==> src/rtl/core/volume_sum_pyramid_3d_core_defines.svh <==
`ifndef VOLUME_SUM_PYRAMID_3D_CORE_DEFINES_SVH
`define VOLUME_SUM_PYRAMID_3D_CORE_DEFINES_SVH

// Implication checked in the same cycle, outside reset.
`define VSP_ASSERT_NOW(label, ante, cons, msg) \
  label: assert property (@(posedge clk) disable iff (rst) (ante) |-> (cons)) \
    else $error(msg);

// Implication checked in the next cycle, outside reset.
`define VSP_ASSERT_NEXT(label, ante, cons, msg) \
  label: assert property (@(posedge clk) disable iff (rst) (ante) |=> (cons)) \
    else $error(msg);

`endif

==> src/rtl/core/vsp_pkg.sv <==
package vsp_pkg;

  // Field widths of the request and result items.
  localparam int REQ_W     = 2;
  localparam int LEVEL_W   = 3;
  localparam int COORD_W   = 6;
  localparam int HI_W      = 5;
  localparam int DATA_W    = 32;
  localparam int CFG_W     = 6;
  localparam int CFG_IDX_W = 2;

  // Request type codes.
  localparam logic [REQ_W-1:0] REQ_WRITE  = 2'd0;
  localparam logic [REQ_W-1:0] REQ_ADD    = 2'd1;
  localparam logic [REQ_W-1:0] REQ_READ   = 2'd2;
  localparam logic [REQ_W-1:0] REQ_UPDATE = 2'd3;

  // Configuration register indexes.
  localparam logic [CFG_IDX_W-1:0] REG_BASE_X = 2'd0;
  localparam logic [CFG_IDX_W-1:0] REG_BASE_Y = 2'd1;
  localparam logic [CFG_IDX_W-1:0] REG_BASE_Z = 2'd2;

  // Reset value of each base size register.
  localparam int BASE_SIZE_RESET = 32;

  // Operations handed from the front end to the engine.
  typedef enum logic [2:0] {
    OP_WRITE,
    OP_ADD,
    OP_READ,
    OP_UPDATE,
    OP_REJECT
  } op_t;

  typedef struct packed {
    logic [REQ_W-1:0]   req_type;
    logic [LEVEL_W-1:0] level;
    logic [COORD_W-1:0] x_lo;
    logic [COORD_W-1:0] y_lo;
    logic [COORD_W-1:0] z_lo;
    logic [HI_W-1:0]    x_hi;
    logic [HI_W-1:0]    y_hi;
    logic [HI_W-1:0]    z_hi;
    logic [DATA_W-1:0]  value;
  } in_item_t;

  typedef struct packed {
    logic [DATA_W-1:0] read_value;
    logic              status;
  } out_item_t;

  typedef struct packed {
    op_t                op;
    logic [LEVEL_W-1:0] level;
    logic [COORD_W-1:0] x;
    logic [COORD_W-1:0] y;
    logic [COORD_W-1:0] z;
    logic [HI_W-1:0]    xh;
    logic [HI_W-1:0]    yh;
    logic [HI_W-1:0]    zh;
    logic [DATA_W-1:0]  value;
  } q_item_t;

  typedef struct packed {
    logic clear_done;
    logic levels_busy;
  } core_status_t;

endpackage

==> src/rtl/core/vsp_front.sv <==
module vsp_front #(
  parameter int LVL_CNT_W = 3
) (
  input  logic                    in_valid,
  output logic                    in_ready,
  input  vsp_pkg::in_item_t       in_item,
  input  vsp_pkg::core_status_t   status,
  input  logic [LVL_CNT_W-1:0]    level_count,
  input  logic                    q_full,
  output logic                    push,
  output vsp_pkg::q_item_t        push_item
);
  import vsp_pkg::*;

  logic lvl_bad;

  // Requests are taken once the store is cleared, the level table stands and the queue has room.
  assign in_ready = status.clear_done && !status.levels_busy && !q_full;
  assign push     = in_valid && in_ready;
  assign lvl_bad  = int'(in_item.level) >= int'(level_count);

  // Classify each request and fold the vertex shift of an add into its coordinates.
  always_comb begin
    push_item.level = in_item.level;
    push_item.x     = in_item.x_lo;
    push_item.y     = in_item.y_lo;
    push_item.z     = in_item.z_lo;
    push_item.xh    = in_item.x_hi;
    push_item.yh    = in_item.y_hi;
    push_item.zh    = in_item.z_hi;
    push_item.value = in_item.value;
    unique case (in_item.req_type)
      REQ_WRITE: push_item.op = OP_WRITE;
      REQ_ADD: begin
        push_item.op = OP_ADD;
        push_item.x  = in_item.x_lo >> 1;
        push_item.y  = in_item.y_lo >> 1;
        push_item.z  = in_item.z_lo >> 1;
      end
      REQ_READ:   push_item.op = lvl_bad ? OP_REJECT : OP_READ;
      REQ_UPDATE: push_item.op = lvl_bad ? OP_REJECT : OP_UPDATE;
      default:    push_item.op = OP_REJECT;
    endcase
  end

endmodule

==> config.mk <==
export PLATFORM = sky130hd
export DESIGN_NAME = vsp_front
export DESIGN_NICKNAME = d
export VERILOG_FILES = /design/src/rtl/core/volume_sum_pyramid_3d_core_defines.svh /design/src/rtl/core/vsp_pkg.sv /design/src/rtl/core/vsp_front.sv
export SDC_FILE = /design/constraint.sdc
export NUM_CORES = 1
export LEC_CHECK = 0
export CAP_MARGIN = 20
export CORE_AREA = 4 4 56 58
export DETAILED_ROUTE_END_ITERATION = 12
export DIE_AREA = 0 0 60 62
export DONT_BUFFER_PORTS = 1
export GPL_TIMING_DRIVEN = 0
export SYNTH_ARGS = -nofsm -noshare
export SYNTH_HDL_FRONTEND = slang
export SYNTH_SLANG_ARGS = --single-unit
export TNS_END_PERCENT = 20
==> constraint.sdc <==
create_clock -name vclk -period 1.4
set_input_delay 0.28 -clock vclk [all_inputs]
set_output_delay 0.28 -clock vclk [all_outputs]
set_load 0.1 [all_outputs]
==> metrics.md, run 1 <==
| Metric | Value |
|---|---|
| Max-slew headroom | 0.286 |
| Failing checks | setup timing |
| Fraction of layout cells with a size suffix above 1 | 0.953 |
| Crit path max fanout | 2 |
| Share of synthesized area occupied by flip-flops and latches | 0 |
| Share of total power in sequential cells | 0 |
| Tot GR Track Use | 0.0749 |
| Worst Path Required | 1120 ps |
| Remaining global-route overflow | 0 |
| Peak VDD IR | 0.626 mV |
| Slew of the pin with the lowest slew margin | 1070 ps |
| Synthesized area divided by synthesized cell count | 8.42 µm² |
| Crit-path max cell delay | 860 ps |
| Count of hold buffers inserted by post-cts repair | 0 |
| Final TNS setup | -1110 ps |
| Cell accounting for the most synthesized area | buf_4 |
| Total routed wirelength | 2.07 mm |
| Count of TritonRoute iterations in the first routing pass | 1 |
| Number of antenna violations at the first check in global routing | 0 |
| Effective utilization at floorplan | 0.272 |
| Count of buffer and inverter cells on the critical path | 0 |
| Die Area | 0.00372 mm² |
| Classification of the worst setup path | in -> out |
| Hold Crit Class | in -> out |
| Final Worst Setup Slack | -506 ps |
| Vias per cell | 4.71 |
| Post-synthesis to final-layout area growth | 18.0% |
| Unrepaired setup endpoints after global routing | yes |
| Comb power frac | 1.000 |
| Crit-path leading delay family | simple AND/OR/NAND/NOR gates |
| CP arrival | 1630 ps |
| Library cell contributing the largest single delay on the critical path | nor3b_4 |
| Number of antenna diodes | 0 |
| Top-area cell type share of the netlist area | 0.518 |
| Critical path cell sequence | nor3b_4, and2_4 |
| CLK BUF | 0 |
| Pin count of the biggest net entering global routing | 11 |
| Most common library cell in the layout ignoring fill and taps | buf_4 |
| Number of instances in the synthesized netlist | 86 |
| Warnings, synthesis | 0 |
| Final nets | 168 |
| Syn_nets | 166 |
| Via count | 551 |
| Critical Path Source Type | primary input |
| Number of remaining DRC errors | 0 |
| Fill count | 281 |
| Final Cycle Share | 1.36 |
| Worst Hold Margin | 674 ps |
| Post-synthesis instance area | 724 µm² |
| Worst hold path endpoint | in_ready |
| Finish-stage setup viols | 5 |
| Post-DP HPWL | 1.91 mm |
| MaxCap Viol Count | 0 |
| Post-detailed-route count of antenna-violating nets | 0 |
| Top library cells by usage in the layout, fill and taps aside | buf_4, mux2_2, mux2_4, and2_4 |
| Final max-slew violation count | 0 |
| Chip Width | 60 µm |
| Shortest clock period the worst path allows after layout | 1910 ps |
| Die height | 62 µm |
| Portion of total power attributed to the clock network | 0 |
| Switching fraction of total power | 0.843 |
| Kind of capture point of the worst setup path | primary output |
| First-pass GRT wire length | 2.20 mm |
| Number of hold violations in the final report | 0 |
| Number of global-route vias before repair | 527 |
| Std cell rows | 19 |
| Sequential cell count | 0 |
| Initial detailed-routing violation count | 0 |
| Leading post-synthesis cells by cell area | buf_4, mux2_4, mux2_2, ha_1, and2_2 |
| Number of stages on the worst hold path | 1 |
| Final core area utilization | 0.321 |
| Gp weighted congestion | 0.678 |
| Core Footprint | 0.00266 mm² |
| Mean routed wirelength per cell | 17.7 µm |
| Internal power | 189 µW |
| Switching power of the nets | 1010 µW |
| Max Freq | 525 MHz |
| Number of I/O port buffers | 0 |
| Number of different library cells in the post-synthesis netlist | 17 |
| Area of all sequential standard cells | 0 µm² |
| Leakage power | 0.000446 µW |
| Run status | finished, violations left |
| Min-Delay Startpoint | status[0] |
| I/O Pins | 150 |
| Power density of the placed cells | 1400 mW/mm² |
[cell usage after synthesis]
| master | instances |
|---|---|
| nand2_1 | 1 |
| o21ai_0 | 1 |
| buf_4 | 50 |
| nor2_1 | 1 |
| buf_8 | 1 |
| nor3b_1 | 1 |
| ha_1 | 3 |
| nor2b_1 | 1 |
| mux2_2 | 8 |
| inv_1 | 3 |
| and2_2 | 4 |
| a21boi_0 | 1 |
| inv_2 | 1 |
| nand2_4 | 1 |
| a21oi_1 | 1 |
| and2_1 | 1 |
| mux2_4 | 7 |
[final cells by class]
cell class | count | area (µm²) | share of cell area
plain buffers | 51 | 390 | 0.457
inverters | 4 | 15.0 | 0.0176
multi-input cells | 31 | 410 | 0.480
well taps | 31 | 38.8 | 0.0454
[worst max path at each step]
stage | start | end | slack (ps) | cells past startpoint
after floorplan | q_full | push | -490 | 2
after global placement | level_count[2] | push_item[70] | -580 | 5
after detailed placement | level_count[2] | push_item[70] | -600 | 5
after CTS | q_full | push | -510 | 2
after global routing | q_full | push | -540 | 2
final | q_full | push | -510 | 2
[cells by family (layout without fill, tap and decap cells)]
group	Yosys count	after routing	share of synthesized area
buffers and inverters	55	55	0.560
muxes	15	15	0.269
and+or+nand+nor	10	10	0.0950
adders and majority gates	3	3	0.0518
AOI/OAI and AO/OA	3	3	0.0242
[timing repair]
item                       4_1_cts  5_1_grt
gates resized for setup          6        6
pin swaps                        2        3
buffers inserted                 0        0
gates cloned                     0        0
setup endpoints to repair        5        7
[through the flow]
| step | instances | worst slack, ps | power (µW) | cell area (µm²) |
|---|---|---|---|---|
| 2_1_floorplan | 86 | -493 | 1150 | 758 |
| 3_3_place_gp | 117 | -581 | 1170 | 797 |
| 3_5_place_dp | 117 | -601 | 1170 | 797 |
| 4_1_cts | 117 | -510 | 1190 | 827 |
| 5_1_grt | 117 | -537 | 1220 | 855 |
| 6_report | 117 | -506 | 1200 | 855 |
[routing by layer]
metal  global-route usage  wire length [µm]  vias up
met2                0.181              1220       88
met4               0.0158                28        0
met1               0.0476               435      233
li1                     -                 -      226
met3               0.0289               381        4
met5                    0                 0        -
[power groups by stage]
stage | clock [µW] | sequential, µW | combinational, µW
final | 0 | 0 | 1200
after global routing | 0 | 0 | 1220
after CTS | 0 | 0 | 1190
after detailed placement | 0 | 0 | 1170
after global placement | 0 | 0 | 1170
after floorplan | 0 | 0 | 1150
(Power assumes the default switching activity.)
==> inputs of run 2 (changes only) <==
--- a/config.mk
+++ b/config.mk
@@ -5,10 +5,11 @@
 export SDC_FILE = /design/constraint.sdc
 export NUM_CORES = 1
 export LEC_CHECK = 0
+export ABC_AREA = 1
 export CAP_MARGIN = 20
-export CORE_AREA = 4 4 56 58
+export CORE_AREA = 4 4 55 57
 export DETAILED_ROUTE_END_ITERATION = 12
-export DIE_AREA = 0 0 60 62
+export DIE_AREA = 0 0 59 61
 export DONT_BUFFER_PORTS = 1
 export GPL_TIMING_DRIVEN = 0
 export SYNTH_ARGS = -nofsm -noshare
==> run 2 against run 1 <==
The run still ends with setup timing left. Core utilization rose by 14 points. Routed wire length rose by 26%. Largest power group unchanged. Combinational power rose by 9%. Non-clock buffer count rose by 3. Sequential share of layout area did not move. Critical path type unchanged. Area after synthesis rose by 4.1%. Largest cell class unchanged. Count of clock-buffer cells in the layout did not move.
==> metrics.md, run 2 <==
| Metric | Value |
|---|---|
| Kind of capture point of the worst setup path | primary output |
| Number of antenna violations at the first check in global routing | 0 |
| Most common library cell in the layout ignoring fill and taps | buf_4 |
| Remaining global-route overflow | 0 |
| Post-synthesis instance area | 754 µm² |
| Vias per cell | 4.65 |
| Final cell count without fillers | 156 |
| Mean routed wirelength per cell | 16.8 µm |
| Post-detailed-route count of antenna-violating nets | 0 |
| I/O Pins | 150 |
| Count of TritonRoute iterations in the first routing pass | 3 |
| Synthesized-area fraction occupied by xor and xnor cells | 0 |
| Max-slew headroom | 0.525 |
| Min-Delay Startpoint | in_valid |
| Die Area | 0.00360 mm² |
| Library cell contributing the largest single delay on the critical path | a21oi_4 |
| Ranking of synthesized cells by instance count | buf_4, nand2_1, inv_1, o21ai_0 |
| Comb power frac | 1.000 |
| Failing checks | setup timing |
| Finish-stage setup viols | 8 |
| Pin count of the biggest net entering global routing | 11 |
| Post-DP HPWL | 2.37 mm |
| Final nets | 208 |
| CP arrival | 1330 ps |
| Post-synthesis to final-layout area growth | 51.9% |
| Top library cells by usage in the layout, fill and taps aside | buf_4, nand2_1, o21ai_4, inv_1, nor2_4 |
| Worst hold path endpoint | push |
| Crit-path max cell delay | 590 ps |
| Synth Area in Simple Gates | 0.158 |
| Number of global-route vias before repair | 693 |
| CLK BUF | 0 |
| Area of all sequential standard cells | 0 µm² |
| Number of antenna diodes | 0 |
| Share of total power in sequential cells | 0 |
| Number of I/O port buffers | 0 |
| Portion of total power attributed to the clock network | 0 |
| Critical path cell sequence | inv_12, ha_4, nand2_1, inv_1, nand2_2, a21oi_4 |
| Unrepaired setup endpoints after global routing | yes |
| Compound-Gate Fraction of Synth Area | 0.143 |
| Number of instances in the synthesized netlist | 124 |
| Shortest clock period the worst path allows after layout | 1610 ps |
| Chip Width | 59 µm |
| Core Footprint | 0.00248 mm² |
| Initial detailed-routing violation count | 4 |
| Gp weighted congestion | 0.668 |
| Leakage power | 0.000562 µW |
| Number of stages on the worst hold path | 2 |
| Peak VDD IR | 0.717 mV |
| Final max-slew violation count | 0 |
| Fraction of layout cells with a size suffix above 1 | 0.730 |
| Die height | 61 µm |
| Std cell rows | 18 |
| Leading post-synthesis cells by cell area | buf_4, nand2_1, inv_1, o21ai_2, o21ai_0 |
| Final Worst Setup Slack | -209 ps |
| Final TNS setup | -415 ps |
| Most used standard cell by instance count after synthesis | buf_4 |
| Synthesized area divided by synthesized cell count | 6.08 µm² |
| Effective utilization at floorplan | 0.305 |
| Share of synthesized area occupied by flip-flops and latches | 0 |
| Crit-path leading delay family | compound AO/OA/AOI/OAI gates |
| Top-area cell type share of the netlist area | 0.498 |
| Critical Path Source Type | primary input |
| First-pass GRT wire length | 3.31 mm |
| Adder-cell area share of the yosys netlist | 0.0498 |
| Number of remaining DRC errors | 0 |
| Worst Path Required | 1120 ps |
| Fill count | 252 |
| Power density of the placed cells | 1140 mW/mm² |
| Classification of the worst setup path | in -> out |
| Mux cell area share after synthesis | 0 |
| Sequential cell count | 0 |
| Syn_nets | 204 |
| Count of buffer and inverter cells on the critical path | 2 |
| Total routed wirelength | 2.62 mm |
| Number of different library cells in the post-synthesis netlist | 15 |
| Via count | 726 |
| Multi-input gate area | 534 µm² |
| Largest family of logic cells by synthesized area | buffers and inverters |
| MaxCap Viol Count | 0 |
| Final Cycle Share | 1.15 |
| Hold Crit Class | in -> out |
| Number of placed instances with taps included | 154 |
| Count of hold buffers inserted by post-cts repair | 0 |
| Tot GR Track Use | 0.115 |
| Run status | finished, violations left |
| Crit path max fanout | 3 |
| Switching power of the nets | 1100 µW |
| Max Freq | 622 MHz |
| Slew of the pin with the lowest slew margin | 711 ps |
| Switching fraction of total power | 0.843 |
| Cell accounting for the most synthesized area | buf_4 |
| Worst Hold Margin | 764 ps |
| Number of hold violations in the final report | 0 |
| Internal power | 205 µW |
| Critical path depth in cells | 6 |
| Warnings, synthesis | 0 |
## run 2: changes by cell type after synthesis, sizes merged, moves of 5 or more
cell and change:
nor2 +5, inv +17, nand2 +21, o21ai +14, and2 -5, mux2 -15
## run 2: through the flow
| step | util | setup WS, ps | instance area [µm²] | power, µW |
|---|---|---|---|---|
| 6_report | 0.463 | -209 | 1150 | 1310 |
| 4_1_cts | 0.461 | -213 | 1140 | 1310 |
| 5_1_grt | 0.463 | -244 | 1150 | 1340 |
| 3_5_place_dp | 0.442 | -229 | 1090 | 1300 |
| 2_1_floorplan | - | -187 | 1060 | 1260 |
| 3_3_place_gp | 0.442 | -219 | 1090 | 1290 |
## run 2: worst max path at each step
stage	endpoint	start	slack, ps
6_report	push_item[70]	level_count[2]	-210
5_1_grt	push_item[70]	level_count[2]	-240
4_1_cts	push_item[70]	level_count[2]	-210
3_5_place_dp	push_item[70]	level_count[2]	-230
3_3_place_gp	push_item[70]	level_count[2]	-220
2_1_floorplan	push_item[70]	level_count[2]	-190
## run 2: power groups by stage
stage	Sequential (µW)	Clock (µW)	Combinational, µW
after floorplan	0	0	1260
after global placement	0	0	1290
after detailed placement	0	0	1300
after CTS	0	0	1310
after global routing	0	0	1340
final	0	0	1310
## run 2: layout make-up
class | instances | share of cell area
inverters | 21 | 0.114
repair buffers | 2 | 0.0131
plain buffers | 52 | 0.367
repair inverters | 1 | 0.00764
multi-input cells | 50 | 0.466
well taps | 30 | 0.0328
## run 2: what timing repair did
action                     in CTS  in global routing
setup endpoints to repair      22                 16
buffers inserted                2                  0
pin swaps                       8                  1
cloned                          1                  0
resized for setup               8                  2
## run 2: kinds of logic after synthesis
group	Yosys count
compound gates	17
fa+ha+maj	3
buf+inv	74
simple gates	30
## run 2: layer usage
layer / GRT usage / wire length (µm) / vias up
met1: 0.123 / 674 / 317
met5: 0 / 0 / -
met3: 0.0255 / 428 / 0
met2: 0.240 / 1510 / 80
met4: 0 / 0 / 0
li1: - / - / 329
