### config.mk
export PLATFORM = sky130hd
export DESIGN_NAME = vsp_queue
export DESIGN_NICKNAME = d
export VERILOG_FILES = /design/src/rtl/core/volume_sum_pyramid_3d_core_defines.svh /design/src/rtl/core/vsp_pkg.sv /design/src/rtl/core/vsp_queue.sv
export SDC_FILE = /design/constraint.sdc
export NUM_CORES = 1
export LEC_CHECK = 0
export BUFFER_PORTS_ARGS = -buffer_cell sky130_fd_sc_hd__buf_2
export CAP_MARGIN = 20
export CORE_MARGIN = 2
export CORE_UTILIZATION = 40
export DETAILED_ROUTE_END_ITERATION = 16
export PLACE_DENSITY = 0.67
export SYNTH_ARGS = -nofsm -noshare
export SYNTH_HDL_FRONTEND = slang
export SYNTH_SLANG_ARGS = --single-unit
### constraint.sdc
create_clock -name clk -period 7.73 [get_ports clk]
set_input_delay 0 -clock clk [delete_from_list [all_inputs] [get_ports clk]]
set_output_delay 0 -clock clk [all_outputs]
set_load 0.01 [all_outputs]
### src/rtl/core/volume_sum_pyramid_3d_core_defines.svh
`ifndef VOLUME_SUM_PYRAMID_3D_CORE_DEFINES_SVH
`define VOLUME_SUM_PYRAMID_3D_CORE_DEFINES_SVH

// Implication checked in the same cycle, outside reset.
`define VSP_ASSERT_NOW(label, ante, cons, msg) \
  label: assert property (@(posedge clk) disable iff (rst) (ante) |-> (cons)) \
    else $error(msg);

// Implication checked in the next cycle, outside reset.
`define VSP_ASSERT_NEXT(label, ante, cons, msg) \
  label: assert property (@(posedge clk) disable iff (rst) (ante) |=> (cons)) \
    else $error(msg);

`endif

### src/rtl/core/vsp_pkg.sv
package vsp_pkg;

  // Field widths of the request and result items.
  localparam int REQ_W     = 2;
  localparam int LEVEL_W   = 3;
  localparam int COORD_W   = 6;
  localparam int HI_W      = 5;
  localparam int DATA_W    = 32;
  localparam int CFG_W     = 6;
  localparam int CFG_IDX_W = 2;

  // Request type codes.
  localparam logic [REQ_W-1:0] REQ_WRITE  = 2'd0;
  localparam logic [REQ_W-1:0] REQ_ADD    = 2'd1;
  localparam logic [REQ_W-1:0] REQ_READ   = 2'd2;
  localparam logic [REQ_W-1:0] REQ_UPDATE = 2'd3;

  // Configuration register indexes.
  localparam logic [CFG_IDX_W-1:0] REG_BASE_X = 2'd0;
  localparam logic [CFG_IDX_W-1:0] REG_BASE_Y = 2'd1;
  localparam logic [CFG_IDX_W-1:0] REG_BASE_Z = 2'd2;

  // Reset value of each base size register.
  localparam int BASE_SIZE_RESET = 32;

  // Operations handed from the front end to the engine.
  typedef enum logic [2:0] {
    OP_WRITE,
    OP_ADD,
    OP_READ,
    OP_UPDATE,
    OP_REJECT
  } op_t;

  typedef struct packed {
    logic [REQ_W-1:0]   req_type;
    logic [LEVEL_W-1:0] level;
    logic [COORD_W-1:0] x_lo;
    logic [COORD_W-1:0] y_lo;
    logic [COORD_W-1:0] z_lo;
    logic [HI_W-1:0]    x_hi;
    logic [HI_W-1:0]    y_hi;
    logic [HI_W-1:0]    z_hi;
    logic [DATA_W-1:0]  value;
  } in_item_t;

  typedef struct packed {
    logic [DATA_W-1:0] read_value;
    logic              status;
  } out_item_t;

  typedef struct packed {
    op_t                op;
    logic [LEVEL_W-1:0] level;
    logic [COORD_W-1:0] x;
    logic [COORD_W-1:0] y;
    logic [COORD_W-1:0] z;
    logic [HI_W-1:0]    xh;
    logic [HI_W-1:0]    yh;
    logic [HI_W-1:0]    zh;
    logic [DATA_W-1:0]  value;
  } q_item_t;

  typedef struct packed {
    logic clear_done;
    logic levels_busy;
  } core_status_t;

endpackage

### src/rtl/core/vsp_queue.sv
module vsp_queue #(
  parameter int DEPTH = 2
) (
  input  logic              clk,
  input  logic              rst,
  input  logic              push,
  input  vsp_pkg::q_item_t  push_item,
  input  logic              pop,
  output vsp_pkg::q_item_t  head,
  output logic              empty,
  output logic              full
);
  import vsp_pkg::*;

  localparam int PW = (DEPTH > 1) ? $clog2(DEPTH) : 1;
  localparam int CW = $clog2(DEPTH + 1);

  q_item_t         entries [DEPTH];
  logic [PW-1:0]   wr_ptr, rd_ptr;
  logic [CW-1:0]   count;

  assign empty = (count == '0);
  assign full  = (int'(count) == DEPTH);
  assign head  = entries[rd_ptr];

  // Circular buffer between front end and engine.
  always_ff @(posedge clk) begin
    if (rst) begin
      wr_ptr <= '0;
      rd_ptr <= '0;
      count  <= '0;
    end else begin
      if (push) begin
        entries[wr_ptr] <= push_item;
        wr_ptr <= (int'(wr_ptr) == DEPTH - 1) ? '0 : wr_ptr + PW'(1);
      end
      if (pop) begin
        rd_ptr <= (int'(rd_ptr) == DEPTH - 1) ? '0 : rd_ptr + PW'(1);
      end
      if (push && !pop) begin
        count <= count + CW'(1);
      end else if (pop && !push) begin
        count <= count - CW'(1);
      end
    end
  end

endmodule

==> impl_metrics.tcl, run 1 <==
set metrics [dict create \
    drv_cap 0 \
    fp-row-count 42 \
    r2r_end "entries[1][16]$_DFFE_PP_" \
    yosys-top-cells-count "edfxtp_1, mux2_2, buf_6" \
    p_sw_mw 0.390 \
    drive_gt1_frac 0.516 \
    grt_max_degree 72 \
    p_sw_frac 0.199 \
    dr.pass1.iters 4 \
    yosysMostFrequentCell "edfxtp_1" \
    initial_core_util 0.408 \
    reg2reg_from "wr_ptr$_SDFFE_PP0P_" \
    hp-class "in -> reg" \
    slew_headroom 0.365 \
    status "complete, no violations" \
    skew_ns 0.00604 \
    synth_top_area_cell "edfxtp_1" \
    pwr-share-comb 0.090 \
    post_cts_buffers 0 \
    cts_max_path_buffers 2 \
    cts.repair.resized 0 \
    num_antenna_cells 0 \
    grt_pass1_vias 3302 \
    ys_types 16 \
    post_dp_cell_area_um2 6280 \
    finalNonFillerCells 668 \
    hold_buffers 75 \
    crit_family "flip-flops" \
    numCtsBuffers 17 \
    synth_area_leaders "edfxtp_1, mux2_2, dfxtp_1" \
    synth_seq_cells 147 \
    tns_ns 0 \
    die_area_um2 14300 \
    endpoint_kind "primary output" \
    vias 3007 \
    synth_enable_flop_cells 142 \
    drv_slew 0 \
    synth_top_area_frac 0.796 \
    p_leak_nw 2.87 \
    wl_per_cell_um 14.8 \
    grt_util_all_layers 0.146 \
    htree_levels 4 \
    root_buffer "clkbuf_16" \
    path_clk_slew_ns 0.05 \
    synth.avg_cell_area_um2 22.1 \
    die_w_um 120 \
    cp-start-kind "flip-flop" \
    vias_per_cell 4.50 \
    drc_errors 0 \
    cts_tree "built" \
    nNetsFinal 555 \
    async_flop_share 0 \
    ys_seq_area_frac 0.814 \
    reg2reg_slack_ns 6.06 \
    grt_overflow 0 \
    pwr-share-seq 0.476 \
    clock_sinks 147 \
    pin_count 148 \
    crit_path_max_incr_delay_ns 0.97 \
    gp_congestion 0.639 \
    syn_to_final_growth_pct 42.8 \
    fmax_ghz 0.504 \
    worst_pin_slew_ns 0.953 \
    cp_data_arrival_time_ns 1.98 \
    syn_nets 319 \
    dp_slack_ns 6.04 \
    clk-insertion-delay-late_ns 0.41 \
    ir_drop_v 0.000162 \
    fin_crit_sh 0.257 \
    cp_max_fo 71 \
    critical_path.slowest_cell "dfxtp_4" \
    final_antenna_net_count 0 \
    utilization 0.582 \
    setup-violations-final 0 \
    cp.depth 2 \
    ys.flop_type "edfxtp_1" \
    rr_worst_depth 2 \
    dp_cells 561 \
    crit_end "head[40]" \
    power_density_nw_per_um2 256 \
    antenna_found_initial 0 \
    crit_chain "mux2_2 -> buf_2" \
    rsz0062_at_grt "no" \
    grt_first_pass_wirelength_mm 15.7 \
    core_area_um2 13100 \
    synth_area_um2 5360 \
    clkPwrFrac 0.433 \
    die_h_um 120 \
    cp.required_ns 7.73 \
    dp_hpwl_mm 5.68 \
    portBuffers 147 \
    setup_slack_ns 5.75 \
    synth_cells 243 \
    synth_warnings 0 \
    wl_mm 9.89 \
    period_minus_slack_ns 1.98 \
    p_int_mw 1.57 \
    final_area_um2 7650 \
    hold_viol_final 0 \
    worst-path-buf-inv 1 \
    path_class "reg -> out" \
    drt_iter0_markers 106 \
]
-- sequential cells by signal, indices dropped and copies added (netlist names), named ones only --
| name | flops |
|---|---|
| entries | 142 |
| count | 2 |
| rd_ptr | 1 |
| wr_ptr | 1 |
-- routing by layer --
metal	share of wire	GRT usage	up-vias
met5	0	0	-
met2	0.52	0.251	97
met1	0.41	0.161	1467
met4	0.014	0.0640	0
li1	-	-	1431
met3	0.058	0.0532	12
-- kinds of logic (layout without fill, tap and decap cells) --
family	Yosys count	after routing	share of synthesized area
buffers and inverters	9	258	0.0163
flip-flops	147	147	0.814
XOR/XNOR	4	4	0.00654
AO/OA/AOI/OAI	2	2	0.00187
multiplexers	71	71	0.149
adder cells (fa/ha/maj)	1	1	0.00233
AND/OR/NAND/NOR	9	9	0.00934
-- worst min path at each step --
stage | from | slack, ns | endpoint | cells after the start
floorplan | rst | 0.07 | count[1]$_SDFFE_PP0P_ | 1
global placement | push_item[7] | 0.19 | entries[1][7]$_DFFE_PP_ | 1
detailed placement | push_item[14] | 0.19 | entries[0][14]$_DFFE_PP_ | 1
CTS | push_item[7] | 0.29 | entries[0][7]$_DFFE_PP_ | 2
global route | push_item[54] | 0.29 | entries[0][54]$_DFFE_PP_ | 2
finish | push_item[14] | 0.31 | entries[0][14]$_DFFE_PP_ | 2
-- power groups by stage --
stage / registers, mW / logic, mW / clock network [mW]
global route: 0.937 / 0.192 / 0.902
floorplan: 0.936 / 0.0977 / 0
CTS: 0.934 / 0.178 / 0.870
finish: 0.933 / 0.177 / 0.848
detailed placement: 0.950 / 0.148 / 0
global placement: 0.948 / 0.144 / 0
-- area by class of cell --
class / instances / area, µm²
flip-flops and latches: 147 / 4370
clock buffers: 22 / 464
fillers: 1021 / 5490
repair buffers: 225 / 1520
inverters: 1 / 3.75
clock inverters: 10 / 158
well taps: 176 / 220
multi-input cells: 87 / 916
-- stage by stage --
step / power [mW] / hold WS [ns]
after detailed placement: 1.10 / 0.191
after floorplan: 1.03 / 0.0691
after CTS: 1.98 / 0.287
final: 1.96 / 0.308
after global placement: 1.09 / 0.188
after global routing: 2.03 / 0.291
-- placed cells by master (no fill, tap or decap), types with 2 or more instances in the layout --
cell type      netlist  layout
xor2_1               2       2
dlygate4sd3_1        0      75
buf_2                1     147
nor2_1               5       5
mux2_2              71      71
edfxtp_1           142     142
bufinv_16            0       4
clkinv_2             0       3
buf_4                0       2
dfxtp_1              5       4
clkbuf_16            0      17
clkbuf_8             0       2
xnor2_1              2       2
clkinvlp_4           0       3
clkbuf_1             0       3
Power figures use the tool's default switching activity.
==> inputs of run 2 (changes only) <==
Settings changed: PLACE_DENSITY 0.67 to 0.69.
Clock period 7.73 ns to 1.78 ns, I/O delays scaled along.
==> run 2 against run 1 <==
Compared with the run above: global-route usage is 0.093 points higher; via count is 0.47% higher; clock-buffer cell count stayed put; power grew to 4.2 times the previous value; largest cell class unchanged; highest routed layer unchanged.
==> impl_metrics.tcl, run 2 (same netlist as run 1, synthesis figures left out) <==
set metrics [dict create \
    dp_hpwl_mm 5.99 \
    skew_ns 0.00533 \
    die_w_um 120 \
    worst_pin_slew_ns 0.302 \
    whs_ns 0.100 \
    met1Wirelength_mm 3.92 \
    cts_tree "built" \
    max_flop_register "entries" \
    wl_mm 9.85 \
    num_antenna_cells 0 \
    root_buffer "clkbuf_16" \
    clk-insertion-delay-late_ns 0.41 \
    multi_input_area_um2 922 \
    antenna_found_initial 0 \
    path_class "reg -> out" \
    drive_gt1_frac 0.523 \
    rsz0062_at_grt "no" \
    finalPower_mw 8.22 \
    reg2reg_from "wr_ptr$_SDFFE_PP0P_" \
    fmax_ghz 0.654 \
    wl_per_cell_um 14.7 \
    drv_slew 0 \
    finalNonFillerCells 671 \
    nNetsFinal 559 \
    cp-start-kind "flip-flop" \
    drc_errors 0 \
    clock_sinks 147 \
    drt_iter0_markers 173 \
    final_common_cell "buf_2" \
    grt_first_pass_wirelength_mm 15.7 \
    drv_cap 0 \
    post_cts_buffers 0 \
    layout_common_cells "buf_2, edfxtp_1, dlygate4sd3_1, mux2_2, clkbuf_16" \
    hold_viol_final 0 \
    die_area_um2 14300 \
    numCtsBuffers 17 \
    p_leak_nw 2.88 \
    pin_count 148 \
    grt_pass1_vias 3303 \
    reg_top3 "entries (142), count (2)" \
    slew_headroom 0.799 \
    period_minus_slack_ns 1.53 \
    hp-class "in -> reg" \
    path_clk_slew_ns 0.06 \
    fillers 983 \
    portBuffers 147 \
    highest_layer "met4" \
    endpoint_kind "primary output" \
    grt_max_degree 43 \
    cp_max_fo 36 \
    vias_per_cell 4.50 \
    cts_max_path_buffers 2 \
    initial_core_util 0.408 \
    status "complete, no violations" \
    grt_overflow 0 \
    cp.required_ns 1.78 \
    dr.pass1.iters 4 \
    die_h_um 120 \
    tns_ns 0 \
    grt_util_all_layers 0.147 \
    hold_path_startpoint "push" \
    cp_data_arrival_time_ns 1.53 \
    htree_levels 4 \
    syn_to_final_growth_pct 43.2 \
    power_density_nw_per_um2 1070 \
    fp-row-count 42 \
    fin_crit_sh 0.860 \
    dp_cells 566 \
    largest_reg_flops 142 \
    vias 3021 \
    ir_drop_v 0.000751 \
    core_area_um2 13100 \
    register_area_um2 4370 \
    gp_congestion 0.665 \
    route.met3.wl_um 556 \
    final_antenna_net_count 0 \
    met2WireLength_mm 5.15 \
    setup-violations-final 0 \
]
==> run 2: worst max-delay path, stage by stage (launching register included) <==
cell and delay, ns:
dfxtp_4 0.37, buf_12 0.21, mux2_2 0.37, buf_2 0.14
==> run 2: layout make-up <==
class | instances | area share
well taps | 176 | 0.0287
inverters | 1 | 0.000489
clock inverters | 9 | 0.0140
repair buffers | 229 | 0.207
flip-flops and latches | 147 | 0.569
multi-input cells | 87 | 0.120
clock buffers | 22 | 0.0605
==> run 2: power breakdown <==
| group | internal, mW | switching [mW] | leakage [nW] |
|---|---|---|---|
| Sequential | 3.95 | 0.0391 | 1.35 |
| Combinational | 0.466 | 0.390 | 1.27 |
| Clock | 2.12 | 1.26 | 0.264 |
| Total | 6.54 | 1.68 | 2.88 |
==> run 2: stage by stage <==
step                      instance area (µm²)  utilization  setup slack, ns
after detailed placement                 6360        0.484            0.500
after global routing                     7670        0.584            0.188
after floorplan                          5370            -           -0.803
after global placement                   6360        0.484            0.498
after CTS                                7670        0.584            0.216
final                                    7670        0.584            0.250
==> run 2: repair_timing <==
item	4_1_cts	5_1_grt
setup endpoints to repair	0	0
hold buffers	74	0
resized for setup	0	0
hold endpoints to repair	147	0
==> run 2: path summary, 6_finish.rpt <==
path / to / slack (ns) / cells after the start
worst max-delay path: head[35] / 0.25 / 3
worst min-delay path: count[0]$_SDFFE_PP0P_ / 0.10 / 4
worst max register to register: entries[0][55]$_DFFE_PP_ / 0.51 / 2
worst min register to register: rd_ptr$_SDFFE_PP0P_ / 0.51 / 2
==> run 2: routing by layer <==
| metal | GRT usage | up-vias |
|---|---|---|
| met5 | 0 | - |
| met4 | 0.0757 | 0 |
| met3 | 0.0494 | 19 |
| met2 | 0.246 | 93 |
| met1 | 0.166 | 1470 |
| li1 | - | 1439 |
==> inputs of run 3 (changes only) <==
Settings changed: BUFFER_PORTS_ARGS -buffer_cell sky130_fd_sc_hd__buf_2 to unset, DONT_BUFFER_PORTS set to 1, PLACE_DENSITY 0.69 to 0.59, RECOVER_POWER set to 25.
==> run 3 against run 2 <==
Compared with the run above: first-iteration DRC count decreased by 42%; critical path depth decreased by 1; cell count decreased by 22%; sequential power about the same; flip-flop and latch count unchanged; largest cell class unchanged; clock-buffer cell count decreased by 4; hold slack got worse by 0.090 ns; power decreased by 2.8%; sequential share of layout area increased by 6.0 points; critical path type unchanged; maximum frequency decreased by 7.2%.
==> impl_metrics.tcl, run 3 (same netlist as run 1, synthesis figures left out) <==
set metrics [dict create \
    status "complete, no violations" \
    hold_viol_final 0 \
    fmax_ghz 0.606 \
    p_sw_mw 1.67 \
    grtUsageMet3 0.0613 \
    clock_sinks 147 \
    drc_errors 0 \
    tns_ns 0 \
    fp-row-count 42 \
    endpoint_kind "primary output" \
    layout_common_cells "edfxtp_1, dlygate4sd3_1, mux2_2, clkbuf_16, clkinvlp_4" \
    register_area_um2 4370 \
    period_minus_slack_ns 1.65 \
    fin_crit_sh 0.926 \
    dp_hpwl_mm 5.26 \
    cp_data_arrival_time_ns 1.65 \
    wl_mm 8.79 \
    hold_depth 2 \
    cts_tree "built" \
    busiest_layer "met2" \
    final_common_cell "edfxtp_1" \
    num_antenna_cells 0 \
    largest_reg_flops 142 \
    grt_pass1_vias 2672 \
    slew_headroom 0.743 \
    cp.required_ns 1.78 \
    ir_drop_v 0.000763 \
    path_class "reg -> out" \
    gp_congestion 0.654 \
    nNetsFinal 411 \
    numCtsBuffers 17 \
    fillers 1037 \
    utilization 0.528 \
    finalPower_mw 7.99 \
    worst_pin_slew_ns 0.385 \
    grt_overflow 0 \
    final_antenna_net_count 0 \
    htree_levels 4 \
    cts.repair.resized 0 \
    p_leak_nw 2.29 \
    grt_use_met1 0.147 \
    hold_path_startpoint "rst" \
    max_flop_register "entries" \
    rr_worst_depth 2 \
    p_int_mw 6.32 \
    hp-class "in -> reg" \
    clk-insertion-delay-late_ns 0.41 \
    p_sw_frac 0.209 \
    vias_per_cell 4.74 \
    die_area_um2 14300 \
    drv_cap 0 \
    die_h_um 120 \
    syn_to_final_growth_pct 29.6 \
    dr.pass1.iters 4 \
    clkPwrFrac 0.419 \
    pin_count 148 \
    cp_max_fo 26 \
    grt_util_all_layers 0.132 \
    setup-violations-final 0 \
    cp-start-kind "flip-flop" \
    die_w_um 120 \
    drt_iter0_markers 100 \
    skew_ns 0.00494 \
    power_density_nw_per_um2 1150 \
    wl_per_cell_um 16.8 \
    path_clk_slew_ns 0.06 \
    met2_usage 0.220 \
    drv_slew 0 \
    pwr-share-comb 0.079 \
    core_area_um2 13100 \
    portBuffers 0 \
    grt_first_pass_wirelength_mm 14.0 \
    drive_gt1_frac 0.322 \
    grt_max_degree 48 \
    multi_input_area_um2 922 \
    rsz0062_at_grt "no" \
    reg_top3 "entries (142), count (2)" \
    cts_max_path_buffers 2 \
    antenna_found_initial 0 \
    root_buffer "clkbuf_16" \
    reg2reg_from "wr_ptr$_SDFFE_PP0P_" \
    vias 2483 \
    pwr-share-seq 0.502 \
    initial_core_util 0.408 \
]
## run 3: changes by cell type in the layout (fill, tap and decap cells not counted), moves of 2 or more
cell / delta
buf_2: -147
clkbuf_8: -2
clkbuf_1: -2
buf_4: -3
clkinvlp_4: +2
## run 3: power groups by stage
stage | Combinational, mW | Sequential, mW | Clock [mW]
4_1_cts | 0.648 | 4.01 | 3.45
2_1_floorplan | 0.426 | 4.06 | 0
6_report | 0.635 | 4.01 | 3.35
3_5_place_dp | 0.488 | 4.09 | 0
5_1_grt | 0.687 | 4.03 | 3.58
3_3_place_gp | 0.487 | 4.08 | 0
## run 3: metal layers
metal / vias to the layer above / part of all wire
met1: 1235 / 0.41
met3: 9 / 0.068
met4: 0 / 0.015
li1: 1145 / -
met2: 94 / 0.51
met5: - / 0
## run 3: final cells by class
| cell class | count | area share |
|---|---|---|
| well taps | 176 | 0.0317 |
| inverters | 1 | 0.000541 |
| clock buffers | 18 | 0.0618 |
| multi-input cells | 87 | 0.133 |
| flip-flops and latches | 147 | 0.629 |
| clock inverters | 14 | 0.0202 |
| repair buffers | 81 | 0.124 |
## run 3: path summary, 6_finish.rpt
path / to / slack, ns
worst max register to register: entries[1][45]$_DFFE_PP_ / 0.44
worst max-delay path: head[14] / 0.13
worst min-delay path: entries[0][65]$_DFFE_PP_ / 0.01
worst min register to register: rd_ptr$_SDFFE_PP0P_ / 0.52
## run 3: timing repair
action / in CTS / in global routing
buffers inserted: 0 / 0
endpoints found under the setup margin: 0 / 0
endpoints found under the hold margin: 147 / 0
hold buffers: 75 / 0
## run 3: worst max-delay path, stage by stage (launching register included)
cell and delay (ns):
dfxtp_4 0.59, buf_12 0.25, mux2_2 0.40
## run 3: stage by stage
| stage | worst slack, ns | area, µm² | hold WS [ns] | std cells |
|---|---|---|---|---|
| final | 0.131 | 6940 | 0.0101 | 524 |
| after global routing | 0.0109 | 6940 | 0.0129 | 524 |
| after CTS | 0.0634 | 6940 | 0.00241 | 524 |
| after detailed placement | 0.429 | 5620 | 0.0700 | 417 |
| after global placement | 0.440 | 5620 | 0.0662 | 417 |
| after floorplan | -0.803 | 5370 | 0.0650 | 243 |
