[src/rtl/core/volume_sum_pyramid_3d_core_defines.svh]
`ifndef VOLUME_SUM_PYRAMID_3D_CORE_DEFINES_SVH
`define VOLUME_SUM_PYRAMID_3D_CORE_DEFINES_SVH

// Implication checked in the same cycle, outside reset.
`define VSP_ASSERT_NOW(label, ante, cons, msg) \
  label: assert property (@(posedge clk) disable iff (rst) (ante) |-> (cons)) \
    else $error(msg);

// Implication checked in the next cycle, outside reset.
`define VSP_ASSERT_NEXT(label, ante, cons, msg) \
  label: assert property (@(posedge clk) disable iff (rst) (ante) |=> (cons)) \
    else $error(msg);

`endif

[src/rtl/core/vsp_pkg.sv]
package vsp_pkg;

  // Field widths of the request and result items.
  localparam int REQ_W     = 2;
  localparam int LEVEL_W   = 3;
  localparam int COORD_W   = 6;
  localparam int HI_W      = 5;
  localparam int DATA_W    = 32;
  localparam int CFG_W     = 6;
  localparam int CFG_IDX_W = 2;

  // Request type codes.
  localparam logic [REQ_W-1:0] REQ_WRITE  = 2'd0;
  localparam logic [REQ_W-1:0] REQ_ADD    = 2'd1;
  localparam logic [REQ_W-1:0] REQ_READ   = 2'd2;
  localparam logic [REQ_W-1:0] REQ_UPDATE = 2'd3;

  // Configuration register indexes.
  localparam logic [CFG_IDX_W-1:0] REG_BASE_X = 2'd0;
  localparam logic [CFG_IDX_W-1:0] REG_BASE_Y = 2'd1;
  localparam logic [CFG_IDX_W-1:0] REG_BASE_Z = 2'd2;

  // Reset value of each base size register.
  localparam int BASE_SIZE_RESET = 32;

  // Operations handed from the front end to the engine.
  typedef enum logic [2:0] {
    OP_WRITE,
    OP_ADD,
    OP_READ,
    OP_UPDATE,
    OP_REJECT
  } op_t;

  typedef struct packed {
    logic [REQ_W-1:0]   req_type;
    logic [LEVEL_W-1:0] level;
    logic [COORD_W-1:0] x_lo;
    logic [COORD_W-1:0] y_lo;
    logic [COORD_W-1:0] z_lo;
    logic [HI_W-1:0]    x_hi;
    logic [HI_W-1:0]    y_hi;
    logic [HI_W-1:0]    z_hi;
    logic [DATA_W-1:0]  value;
  } in_item_t;

  typedef struct packed {
    logic [DATA_W-1:0] read_value;
    logic              status;
  } out_item_t;

  typedef struct packed {
    op_t                op;
    logic [LEVEL_W-1:0] level;
    logic [COORD_W-1:0] x;
    logic [COORD_W-1:0] y;
    logic [COORD_W-1:0] z;
    logic [HI_W-1:0]    xh;
    logic [HI_W-1:0]    yh;
    logic [HI_W-1:0]    zh;
    logic [DATA_W-1:0]  value;
  } q_item_t;

  typedef struct packed {
    logic clear_done;
    logic levels_busy;
  } core_status_t;

endpackage

[src/rtl/core/vsp_levels.sv]
module vsp_levels #(
  parameter int MAX_SIDE   = 32,
  parameter int MAX_LEVELS = 6,
  parameter int SIDE_W     = 6,
  parameter int ADDR_W     = 16,
  parameter int LVL_CNT_W  = 3,
  parameter int IDX_W      = 3
) (
  input  logic                            clk,
  input  logic                            rst,
  input  logic                            cfg_we,
  input  logic [vsp_pkg::CFG_IDX_W-1:0]   cfg_index,
  input  logic [vsp_pkg::CFG_W-1:0]       cfg_data,
  input  logic [IDX_W-1:0]                rd_idx,
  output logic                            busy,
  output logic [LVL_CNT_W-1:0]            level_count,
  output logic [ADDR_W-1:0]               tab_start,
  output logic [SIDE_W-1:0]               tab_sx,
  output logic [SIDE_W-1:0]               tab_sy,
  output logic [SIDE_W-1:0]               tab_sz,
  output logic [2*SIDE_W-1:0]             tab_plane
);
  import vsp_pkg::*;

  logic [CFG_W-1:0]    base_x, base_y, base_z;
  logic [CFG_W-1:0]    bx_next, by_next, bz_next;
  logic                cfg_hit;
  logic                phase;
  logic [IDX_W-1:0]    k;
  logic [SIDE_W-1:0]   cur_x, cur_y, cur_z;
  logic [ADDR_W-1:0]   cur_start;
  logic [2*SIDE_W-1:0] cur_plane;
  logic                cur_wide;

  logic [ADDR_W-1:0]   start_tab [MAX_LEVELS];
  logic [SIDE_W-1:0]   sx_tab    [MAX_LEVELS];
  logic [SIDE_W-1:0]   sy_tab    [MAX_LEVELS];
  logic [SIDE_W-1:0]   sz_tab    [MAX_LEVELS];
  logic [2*SIDE_W-1:0] plane_tab [MAX_LEVELS];

  // A size of zero acts as one, a size above the maximum side as the maximum.
  function automatic logic [SIDE_W-1:0] eff_size(input logic [CFG_W-1:0] v);
    logic [SIDE_W-1:0] r;
    if (v == '0) begin
      r = SIDE_W'(1);
    end else if (int'(v) > MAX_SIDE) begin
      r = SIDE_W'(MAX_SIDE);
    end else begin
      r = SIDE_W'(v);
    end
    return r;
  endfunction

  // Next side length: half, rounded up.
  function automatic logic [SIDE_W-1:0] half_up(input logic [SIDE_W-1:0] v);
    logic [SIDE_W:0] s;
    s = {1'b0, v} + (SIDE_W+1)'(1);
    return s[SIDE_W:1];
  endfunction

  // Register writes that land on a defined index.
  always_comb begin
    bx_next = base_x;
    by_next = base_y;
    bz_next = base_z;
    cfg_hit = 1'b0;
    if (cfg_we) begin
      unique case (cfg_index)
        REG_BASE_X: begin bx_next = cfg_data; cfg_hit = 1'b1; end
        REG_BASE_Y: begin by_next = cfg_data; cfg_hit = 1'b1; end
        REG_BASE_Z: begin bz_next = cfg_data; cfg_hit = 1'b1; end
        default: ;
      endcase
    end
  end

  assign cur_wide = (cur_x > SIDE_W'(1)) || (cur_y > SIDE_W'(1)) || (cur_z > SIDE_W'(1));

  // Rebuild the table one level at a time: plane first, then volume.
  always_ff @(posedge clk) begin
    if (rst) begin
      base_x      <= CFG_W'(BASE_SIZE_RESET);
      base_y      <= CFG_W'(BASE_SIZE_RESET);
      base_z      <= CFG_W'(BASE_SIZE_RESET);
      busy        <= 1'b1;
      phase       <= 1'b0;
      k           <= '0;
      cur_x       <= eff_size(CFG_W'(BASE_SIZE_RESET));
      cur_y       <= eff_size(CFG_W'(BASE_SIZE_RESET));
      cur_z       <= eff_size(CFG_W'(BASE_SIZE_RESET));
      cur_start   <= '0;
      level_count <= LVL_CNT_W'(1);
    end else if (cfg_hit) begin
      base_x      <= bx_next;
      base_y      <= by_next;
      base_z      <= bz_next;
      busy        <= 1'b1;
      phase       <= 1'b0;
      k           <= '0;
      cur_x       <= eff_size(bx_next);
      cur_y       <= eff_size(by_next);
      cur_z       <= eff_size(bz_next);
      cur_start   <= '0;
      level_count <= LVL_CNT_W'(1);
    end else if (busy) begin
      if (!phase) begin
        cur_plane <= (2*SIDE_W)'(cur_x) * (2*SIDE_W)'(cur_y);
        phase     <= 1'b1;
      end else begin
        start_tab[k] <= cur_start;
        sx_tab[k]    <= cur_x;
        sy_tab[k]    <= cur_y;
        sz_tab[k]    <= cur_z;
        plane_tab[k] <= cur_plane;
        cur_start    <= cur_start + ADDR_W'(ADDR_W'(cur_plane) * ADDR_W'(cur_z));
        cur_x        <= half_up(cur_x);
        cur_y        <= half_up(cur_y);
        cur_z        <= half_up(cur_z);
        phase        <= 1'b0;
        if (int'(k) < MAX_LEVELS - 1 && cur_wide) begin
          level_count <= level_count + LVL_CNT_W'(1);
        end
        if (int'(k) == MAX_LEVELS - 1) begin
          busy <= 1'b0;
        end else begin
          k <= k + IDX_W'(1);
        end
      end
    end
  end

  // Single read port of the table.
  assign tab_start = start_tab[rd_idx];
  assign tab_sx    = sx_tab[rd_idx];
  assign tab_sy    = sy_tab[rd_idx];
  assign tab_sz    = sz_tab[rd_idx];
  assign tab_plane = plane_tab[rd_idx];

endmodule

[config.mk]
export PLATFORM = sky130hd
export DESIGN_NAME = vsp_levels
export DESIGN_NICKNAME = d
export VERILOG_FILES = /design/src/rtl/core/volume_sum_pyramid_3d_core_defines.svh /design/src/rtl/core/vsp_pkg.sv /design/src/rtl/core/vsp_levels.sv
export SDC_FILE = /design/constraint.sdc
export NUM_CORES = 1
export LEC_CHECK = 0
export BUFFER_PORTS_ARGS = -buffer_cell sky130_fd_sc_hd__clkbuf_2
export CAP_MARGIN = 30
export CORE_MARGIN = 5
export CORE_UTILIZATION = 69
export CTS_BUF_LIST = sky130_fd_sc_hd__clkbuf_2 sky130_fd_sc_hd__clkbuf_4 sky130_fd_sc_hd__clkbuf_8
export DETAILED_ROUTE_END_ITERATION = 16
export PLACE_DENSITY = 0.95
export SETUP_SLACK_MARGIN = 0.2
export SYNTH_ARGS = -nofsm -noshare
export SYNTH_HDL_FRONTEND = slang
export SYNTH_SLANG_ARGS = --single-unit
[constraint.sdc]
create_clock -name clk -period 18 [get_ports clk]
set_input_delay 0.9 -clock clk [delete_from_list [all_inputs] [get_ports clk]]
set_output_delay 0.9 -clock clk [all_outputs]
set_load 0.01 [all_outputs]
==> results.sh, run 1 <==
export IMPL_status="completed"
export IMPL_worstHoldStart="base_z[0]"
export IMPL_cts_tree="built"
export IMPL_yosysWarningCount=0
export IMPL_drive_gt1_frac=0.1667
export IMPL_relSlewSlack=0.3562
export IMPL_drtIter0Drc=1382
export IMPL_hpwlAfterDp_mm=22.28
export IMPL_rsz0062_at_grt="no"
export IMPL_coreArea_um2=24390
export IMPL_grt_pass1_vias=11530
export IMPL_finalSetupTns_ns=0
export IMPL_vias=10980
export IMPL_area_delta_synth_final_pct=10.64
export IMPL_synth_avg_cell_area_um2=13.52
export IMPL_pwr_share_clk=0.411
export IMPL_use_met3=0.06318
export IMPL_grtUsageTotal=0.2848
export IMPL_fmax_mhz=188.5
export IMPL_stdcell_count=1704
export IMPL_clk_pin_slew_ns=0.07
export IMPL_use_met1=0.3536
export IMPL_grt_busiest_layer="met2"
export IMPL_finalSetupViolations=0
export IMPL_intPower_mw=1.357
export IMPL_post_cts_buffers=0
export IMPL_grt_max_degree=93
export IMPL_p_total_mw=1.788
export IMPL_cts_made_buffers=54
export IMPL_dpl_cell_count=1601
export IMPL_first_pass_iters=6
export IMPL_syn_instance_count=1265
export IMPL_ys_ff_latch=348
export IMPL_fin_nets=1476
export IMPL_gp_congestion=0.8883
export IMPL_initial_core_util=0.7014
export IMPL_min_period_ns=5.306
export IMPL_p_sw_frac=0.2411
export IMPL_vias_per_cell=6.442
export IMPL_synth_area_um2=17110
export IMPL_diodes=0
export IMPL_die_w_um=167.5
export IMPL_crit_arrival_ns=5.76
export IMPL_period_share=0.2948
export IMPL_num_rows=57
export IMPL_finClkSkew_ns=0.05166
export IMPL_root_buffer="clkbuf_8"
export IMPL_layout_common_cells="edfxtp_1, inv_1, nor2_1"
export IMPL_synth_edf_count=288
export IMPL_combPwrFrac=0.085
export IMPL_worstSetupPathType="reg -> reg"
export IMPL_io_pins=64
export IMPL_leakagePower_nw=7.390
export IMPL_hp_class="reg -> reg"
export IMPL_ys_flop_type="edfxtp_1"
export IMPL_hold_viol=0
export IMPL_seq_power_share=0.504
export IMPL_p_per_area_nw_per_um2=94.43
export IMPL_cts_buffer_depth=3
export IMPL_drc=0
export IMPL_wirelength_mm=39.79
export IMPL_end_kind="register"
export IMPL_synth_async_reset_ratio=0
export IMPL_cts_sinks=348
export IMPL_slew_viol_final=0
export IMPL_wl_per_cell_um=23.35
export IMPL_maxCapViolations=0
export IMPL_clkLatencyLatePin_ns=0.62
export IMPL_die_h_um=167.5
export IMPL_postCtsHoldBufs=0
export IMPL_detail_route_antenna_nets=0
export IMPL_required_ns=18.45
export IMPL_grtUsageMet2=0.4817
export IMPL_crit_path_start_kind="register"
export IMPL_startpoint="cur_z[4]"
export IMPL_p_switching_uw=431.0
export IMPL_yosysSeqAreaShare=0.5757
export IMPL_layout_commonest_cell="edfxtp_1"
export IMPL_io_buffers=63
export IMPL_r2r_start="cur_z[4]"
export IMPL_synthDistinctLibCells=49
export IMPL_tightest_slew_ns=0.9657
export IMPL_antenna_found_initial=0
export IMPL_die_area_um2=28040
export IMPL_worst_path_max_fanout=24
export IMPL_peakVddDrop_uv=59.59
export IMPL_cts_max_level=2
export IMPL_syn_num_nets=1406
export IMPL_cts_resized=0
export IMPL_grt_pass1_wl_mm=62.62
export IMPL_gr_total_overflow=0
[metal layers]
| metal | up-vias | share of wire |
|---|---|---|
| met5 | - | 0 |
| met4 | 0 | 0.056 |
| met3 | 186 | 0.10 |
| met2 | 743 | 0.50 |
| met1 | 5393 | 0.34 |
| li1 | 4656 | - |
[final timing paths]
check                           cells past startpoint       endpoint  slack [ns]
worst max-delay path                               15  cur_start[15]       12.69
worst min-delay path                                2      base_z[0]        0.50
worst max register to register                     15  cur_start[15]       12.69
worst min register to register                      2      base_z[0]        0.50
[final cells by class]
| class | count | area, um2 |
|---|---|---|
| well taps | 324 | 405.4 |
| clock buffers | 72 | 897.1 |
| inverters | 102 | 382.9 |
| flip-flops and latches | 348 | 9849 |
| clock inverters | 29 | 315.3 |
| repair buffers | 77 | 450.4 |
| multi-input cells | 752 | 6629 |
| fillers | 1281 | 5461 |
[sequential cells by signal (all words and copies together), names as in the netlist, 3 cells and up]
signal and flops:
start_tab 96, plane_tab 72, sx_tab 36, sy_tab 36, sz_tab 36, cur_start 16
cur_plane 12, base_x 6, base_y 6, base_z 6, cur_x 6, cur_y 6
cur_z 6, k 3, level_count 3
[cell usage after synthesis (all sizes together) (2+ instances only)]
| master | instances | share of area |
|---|---|---|
| a211oi | 5 | 0.0025 |
| and2 | 75 | 0.027 |
| nor2b | 2 | 0.00073 |
| or3 | 5 | 0.0018 |
| a32o | 3 | 0.0018 |
| mux4 | 46 | 0.061 |
| and3 | 2 | 0.00073 |
| xor2 | 10 | 0.0051 |
| a21o | 11 | 0.0050 |
| a21oi | 93 | 0.027 |
| nor3 | 4 | 0.0012 |
| inv | 102 | 0.022 |
| o21a | 2 | 0.00088 |
| o211ai | 7 | 0.0031 |
| nor3b | 3 | 0.0013 |
| nand4 | 8 | 0.0029 |
| o21ai | 18 | 0.0055 |
| edfxtp | 288 | 0.51 |
| xnor2 | 24 | 0.012 |
| nand3b | 13 | 0.0057 |
| mux2i | 68 | 0.040 |
| a31oi | 9 | 0.0033 |
| fa | 69 | 0.081 |
| nor2 | 95 | 0.021 |
| nor4 | 5 | 0.0018 |
| dfxtp | 60 | 0.070 |
| nand3 | 9 | 0.0026 |
| nand2b | 6 | 0.0022 |
| buf | 25 | 0.0079 |
| ha | 58 | 0.042 |
| o31ai | 3 | 0.0013 |
| nand2 | 89 | 0.020 |
| clkbuf | 38 | 0.0083 |
[logic make-up after synthesis]
logic type	Yosys count	synth area share
AO/OA/AOI/OAI	159	0.05500
XOR/XNOR	34	0.01740
adder cells (fa/ha/maj)	127	0.1232
buffers and inverters	165	0.03861
flip-flops	348	0.5757
multiplexers	114	0.1003
AND/OR/NAND/NOR	318	0.08981
[power groups by stage]
stage | clock (mW) | combinational (mW) | sequential [mW]
floorplan | 0 | 0.109 | 0.906
global placement | 0 | 0.134 | 0.915
detailed placement | 0 | 0.142 | 0.917
CTS | 0.738 | 0.149 | 0.901
global route | 0.786 | 0.165 | 0.902
finish | 0.735 | 0.151 | 0.902
[metrics by stage]
step	utilization	hold slack (ns)	worst slack, ns	cell area [um2]
floorplan	-	0.4561	11.53	17110
global placement	0.7248	0.4755	13.41	17680
detailed placement	0.7248	0.4966	13.10	17680
CTS	0.7745	0.5110	12.78	18890
global route	0.7761	0.5560	12.59	18930
finish	0.7761	0.5049	12.69	18930
[worst max-delay path, cell delays in order (launching register included)]
cell and delay (ns):
dfxtp_1 0.85, nand2_1 0.23, fa_1 0.57, fa_1 0.58, inv_1 0.08, fa_1 0.54
inv_1 0.06, fa_1 0.53, inv_1 0.06, ha_1 0.37, o211ai_1 0.25, o21ai_2 0.16
o2111a_2 0.32, o32ai_2 0.30, xnor2_1 0.17, o21ai_1 0.08
(Power assumes the default switching activity.)
==> run 2: changes to the inputs <==
--- a/config.mk
+++ b/config.mk
@@ -8,10 +8,10 @@
 export BUFFER_PORTS_ARGS = -buffer_cell sky130_fd_sc_hd__clkbuf_2
 export CAP_MARGIN = 30
 export CORE_MARGIN = 5
-export CORE_UTILIZATION = 69
+export CORE_UTILIZATION = 58
 export CTS_BUF_LIST = sky130_fd_sc_hd__clkbuf_2 sky130_fd_sc_hd__clkbuf_4 sky130_fd_sc_hd__clkbuf_8
 export DETAILED_ROUTE_END_ITERATION = 16
-export PLACE_DENSITY = 0.95
+export PLACE_DENSITY = 0.86
 export SETUP_SLACK_MARGIN = 0.2
 export SYNTH_ARGS = -nofsm -noshare
 export SYNTH_HDL_FRONTEND = slang
==> constraint.sdc (replaced) <==
create_clock -name clk -period 4.5 [get_ports clk]
set_input_delay 0.225 -clock clk [delete_from_list [all_inputs] [get_ports clk]]
set_output_delay 0.225 -clock clk [all_outputs]
set_load 0.01 [all_outputs]
==> run 2 against run 1 <==
Against the previous run:
- setup slack worse by 12 ns
- largest cell class unchanged
- sequential share of layout area is 1.1 points lower
- clock skew is 0.016 ns lower
- global-route usage is 6.7 points lower
==> results.sh, run 2 (synthesis results as in run 1) <==
export IMPL_grt_pass1_wl_mm=57.66
export IMPL_num_rows=62
export IMPL_min_period_ns=4.292
export IMPL_vias_per_cell=5.880
export IMPL_wirelength_mm=36.64
export IMPL_slew_viol_final=0
export IMPL_finalSetupTns_ns=0
export IMPL_r2r_start="cur_plane[2]"
export IMPL_first_pass_iters=5
export IMPL_required_ns=4.96
export IMPL_drtIter0Drc=1027
export IMPL_worst_path_max_fanout=5
export IMPL_r2r_cells=15
export IMPL_area_delta_synth_final_pct=13.13
export IMPL_vias=10600
export IMPL_antenna_found_initial=0
export IMPL_rsz0062_at_grt="yes"
export IMPL_status="completed"
export IMPL_gr_total_overflow=0
export IMPL_hp_class="in -> reg"
export IMPL_cts_max_level=2
export IMPL_crit_arrival_ns=4.75
export IMPL_io_pins=64
export IMPL_diodes=0
export IMPL_peakVddDrop_uv=225.6
export IMPL_clkLatencyLatePin_ns=0.61
export IMPL_layout_common_cells="edfxtp_1, inv_1, nor2_1"
export IMPL_p_total_mw=6.846
export IMPL_cts_buffer_depth=3
export IMPL_end_kind="register"
export IMPL_coreArea_um2=28940
export IMPL_finClkSkew_ns=0.03608
export IMPL_tightest_slew_ns=1.033
export IMPL_drc=0
export IMPL_wl_per_cell_um=20.32
export IMPL_finalSetupViolations=0
export IMPL_grt_max_degree=54
export IMPL_startpoint="cur_plane[2]"
export IMPL_maxCapViolations=0
export IMPL_cts_made_buffers=54
export IMPL_regMostFlops="start_tab"
export IMPL_multi_input_area_um2=6800
export IMPL_clk_pin_slew_ns=0.06
export IMPL_worst_r2r_setup_slack_ns=0.21
export IMPL_crit_path_end="cur_start[15]"
export IMPL_largest_reg_flops=96
export IMPL_crit_slowest_cell="fa_2"
export IMPL_drive_gt1_frac=0.2086
export IMPL_worstSetupPathType="reg -> reg"
export IMPL_leakagePower_nw=7.511
export IMPL_die_w_um=181.8
export IMPL_reg_top3="start_tab (96), plane_tab (72)"
export IMPL_gp_congestion=0.8975
export IMPL_crit_path_start_kind="register"
export IMPL_cts_tree="built"
export IMPL_detail_route_antenna_nets=0
export IMPL_period_share=0.9537
export IMPL_fill_cells=1880
export IMPL_hold_depth=3
export IMPL_initial_core_util=0.5913
export IMPL_grt_pass1_vias=10910
export IMPL_io_buffers=63
export IMPL_cts_sinks=348
export IMPL_crit_top_cell="fa_1"
export IMPL_cpPeakStageDelay_ns=0.54
export IMPL_p_per_area_nw_per_um2=353.7
export IMPL_reg2reg_to="cur_start[15]"
export IMPL_grtUsageTotal=0.2180
export IMPL_die_h_um=181.8
export IMPL_hpwlAfterDp_mm=22.44
export IMPL_fin_nets=1516
export IMPL_register_area_um2=9862
export IMPL_relSlewSlack=0.3086
export IMPL_path_cells="buf_6, and2_4, fa_2, fa_1, fa_1, inv_1, fa_1, inv_1, ha_4, a21oi_2, o21ai_2, o2111a_2, o32ai_4, xnor2_1, o21ai_1"
export IMPL_die_area_um2=33030
export IMPL_fmax_mhz=233.0
export IMPL_hold_viol=0
export IMPL_layout_commonest_cell="edfxtp_1"
export IMPL_root_buffer="clkbuf_8"
-- run 2: worst min-delay path by stage --
stage,endpoint,slack (ns),from
finish,base_y[5],0.05,cfg_data[5]
global route,base_y[5],0.09,cfg_data[5]
CTS,base_y[5],0.03,cfg_data[5]
detailed placement,base_x[0],0.49,base_x[0]
global placement,base_x[0],0.48,base_x[0]
floorplan,base_y[0],0.39,cfg_data[0]
-- run 2: what timing repair did --
| action | 4_1_cts | 5_1_grt |
|---|---|---|
| gates resized for setup | 14 | 32 |
| gates cloned | 0 | 0 |
| hold buffers | 5 | 0 |
| pin swaps | 14 | 30 |
| setup endpoints to repair | 5 | 9 |
| endpoints found under the hold margin | 14 | 0 |
| setup buffers | 3 | 4 |
-- run 2: worst max-delay path, delay by kind of cell, from the launching register on --
kind | cells | cell delay (ns)
adder cells (fa/ha/maj) | 5 | 2.24
AND/OR/NAND/NOR | 1 | 0.15
buffers and inverters | 3 | 0.27
flip-flops | 1 | 0.44
XOR/XNOR | 1 | 0.15
AO/OA/AOI/OAI | 5 | 0.87
-- run 2: area by class of cell --
type	instances	share of cell area
inverters	102	0.01978
multi-input cells	752	0.3513
clock inverters	25	0.007757
well taps	384	0.02482
flip-flops and latches	348	0.5095
repair buffers	117	0.03924
clock buffers	75	0.04751
-- run 2: report_power, final --
part           switching (mW)  total, mW  internal [mW]
Sequential             0.0438       3.57           3.52
Clock                    1.22       2.60           1.39
Combinational           0.400      0.676          0.276
-- run 2: per-stage QoR --
step	cell area, um2	instances	utilization	setup slack [ns]	hold slack, ns
after floorplan	17170	1265	-	-1.556	0.3885
after global placement	18030	1691	0.6232	0.2348	0.4773
after detailed placement	18030	1691	0.6232	0.1063	0.4903
after CTS	19210	1799	0.6638	0.1698	0.02659
after global routing	19350	1803	0.6689	0.03723	0.08676
final	19350	1803	0.6689	0.2083	0.05150
-- run 2: metal layers --
metal | routed length [um] | GRT usage | vias to the layer above
met3 | 2972 | 0.03962 | 99
met5 | 0 | 0 | -
li1 | - | - | 4745
met1 | 14300 | 0.2991 | 5221
met2 | 18230 | 0.3566 | 536
met4 | 1134 | 0.07355 | 0
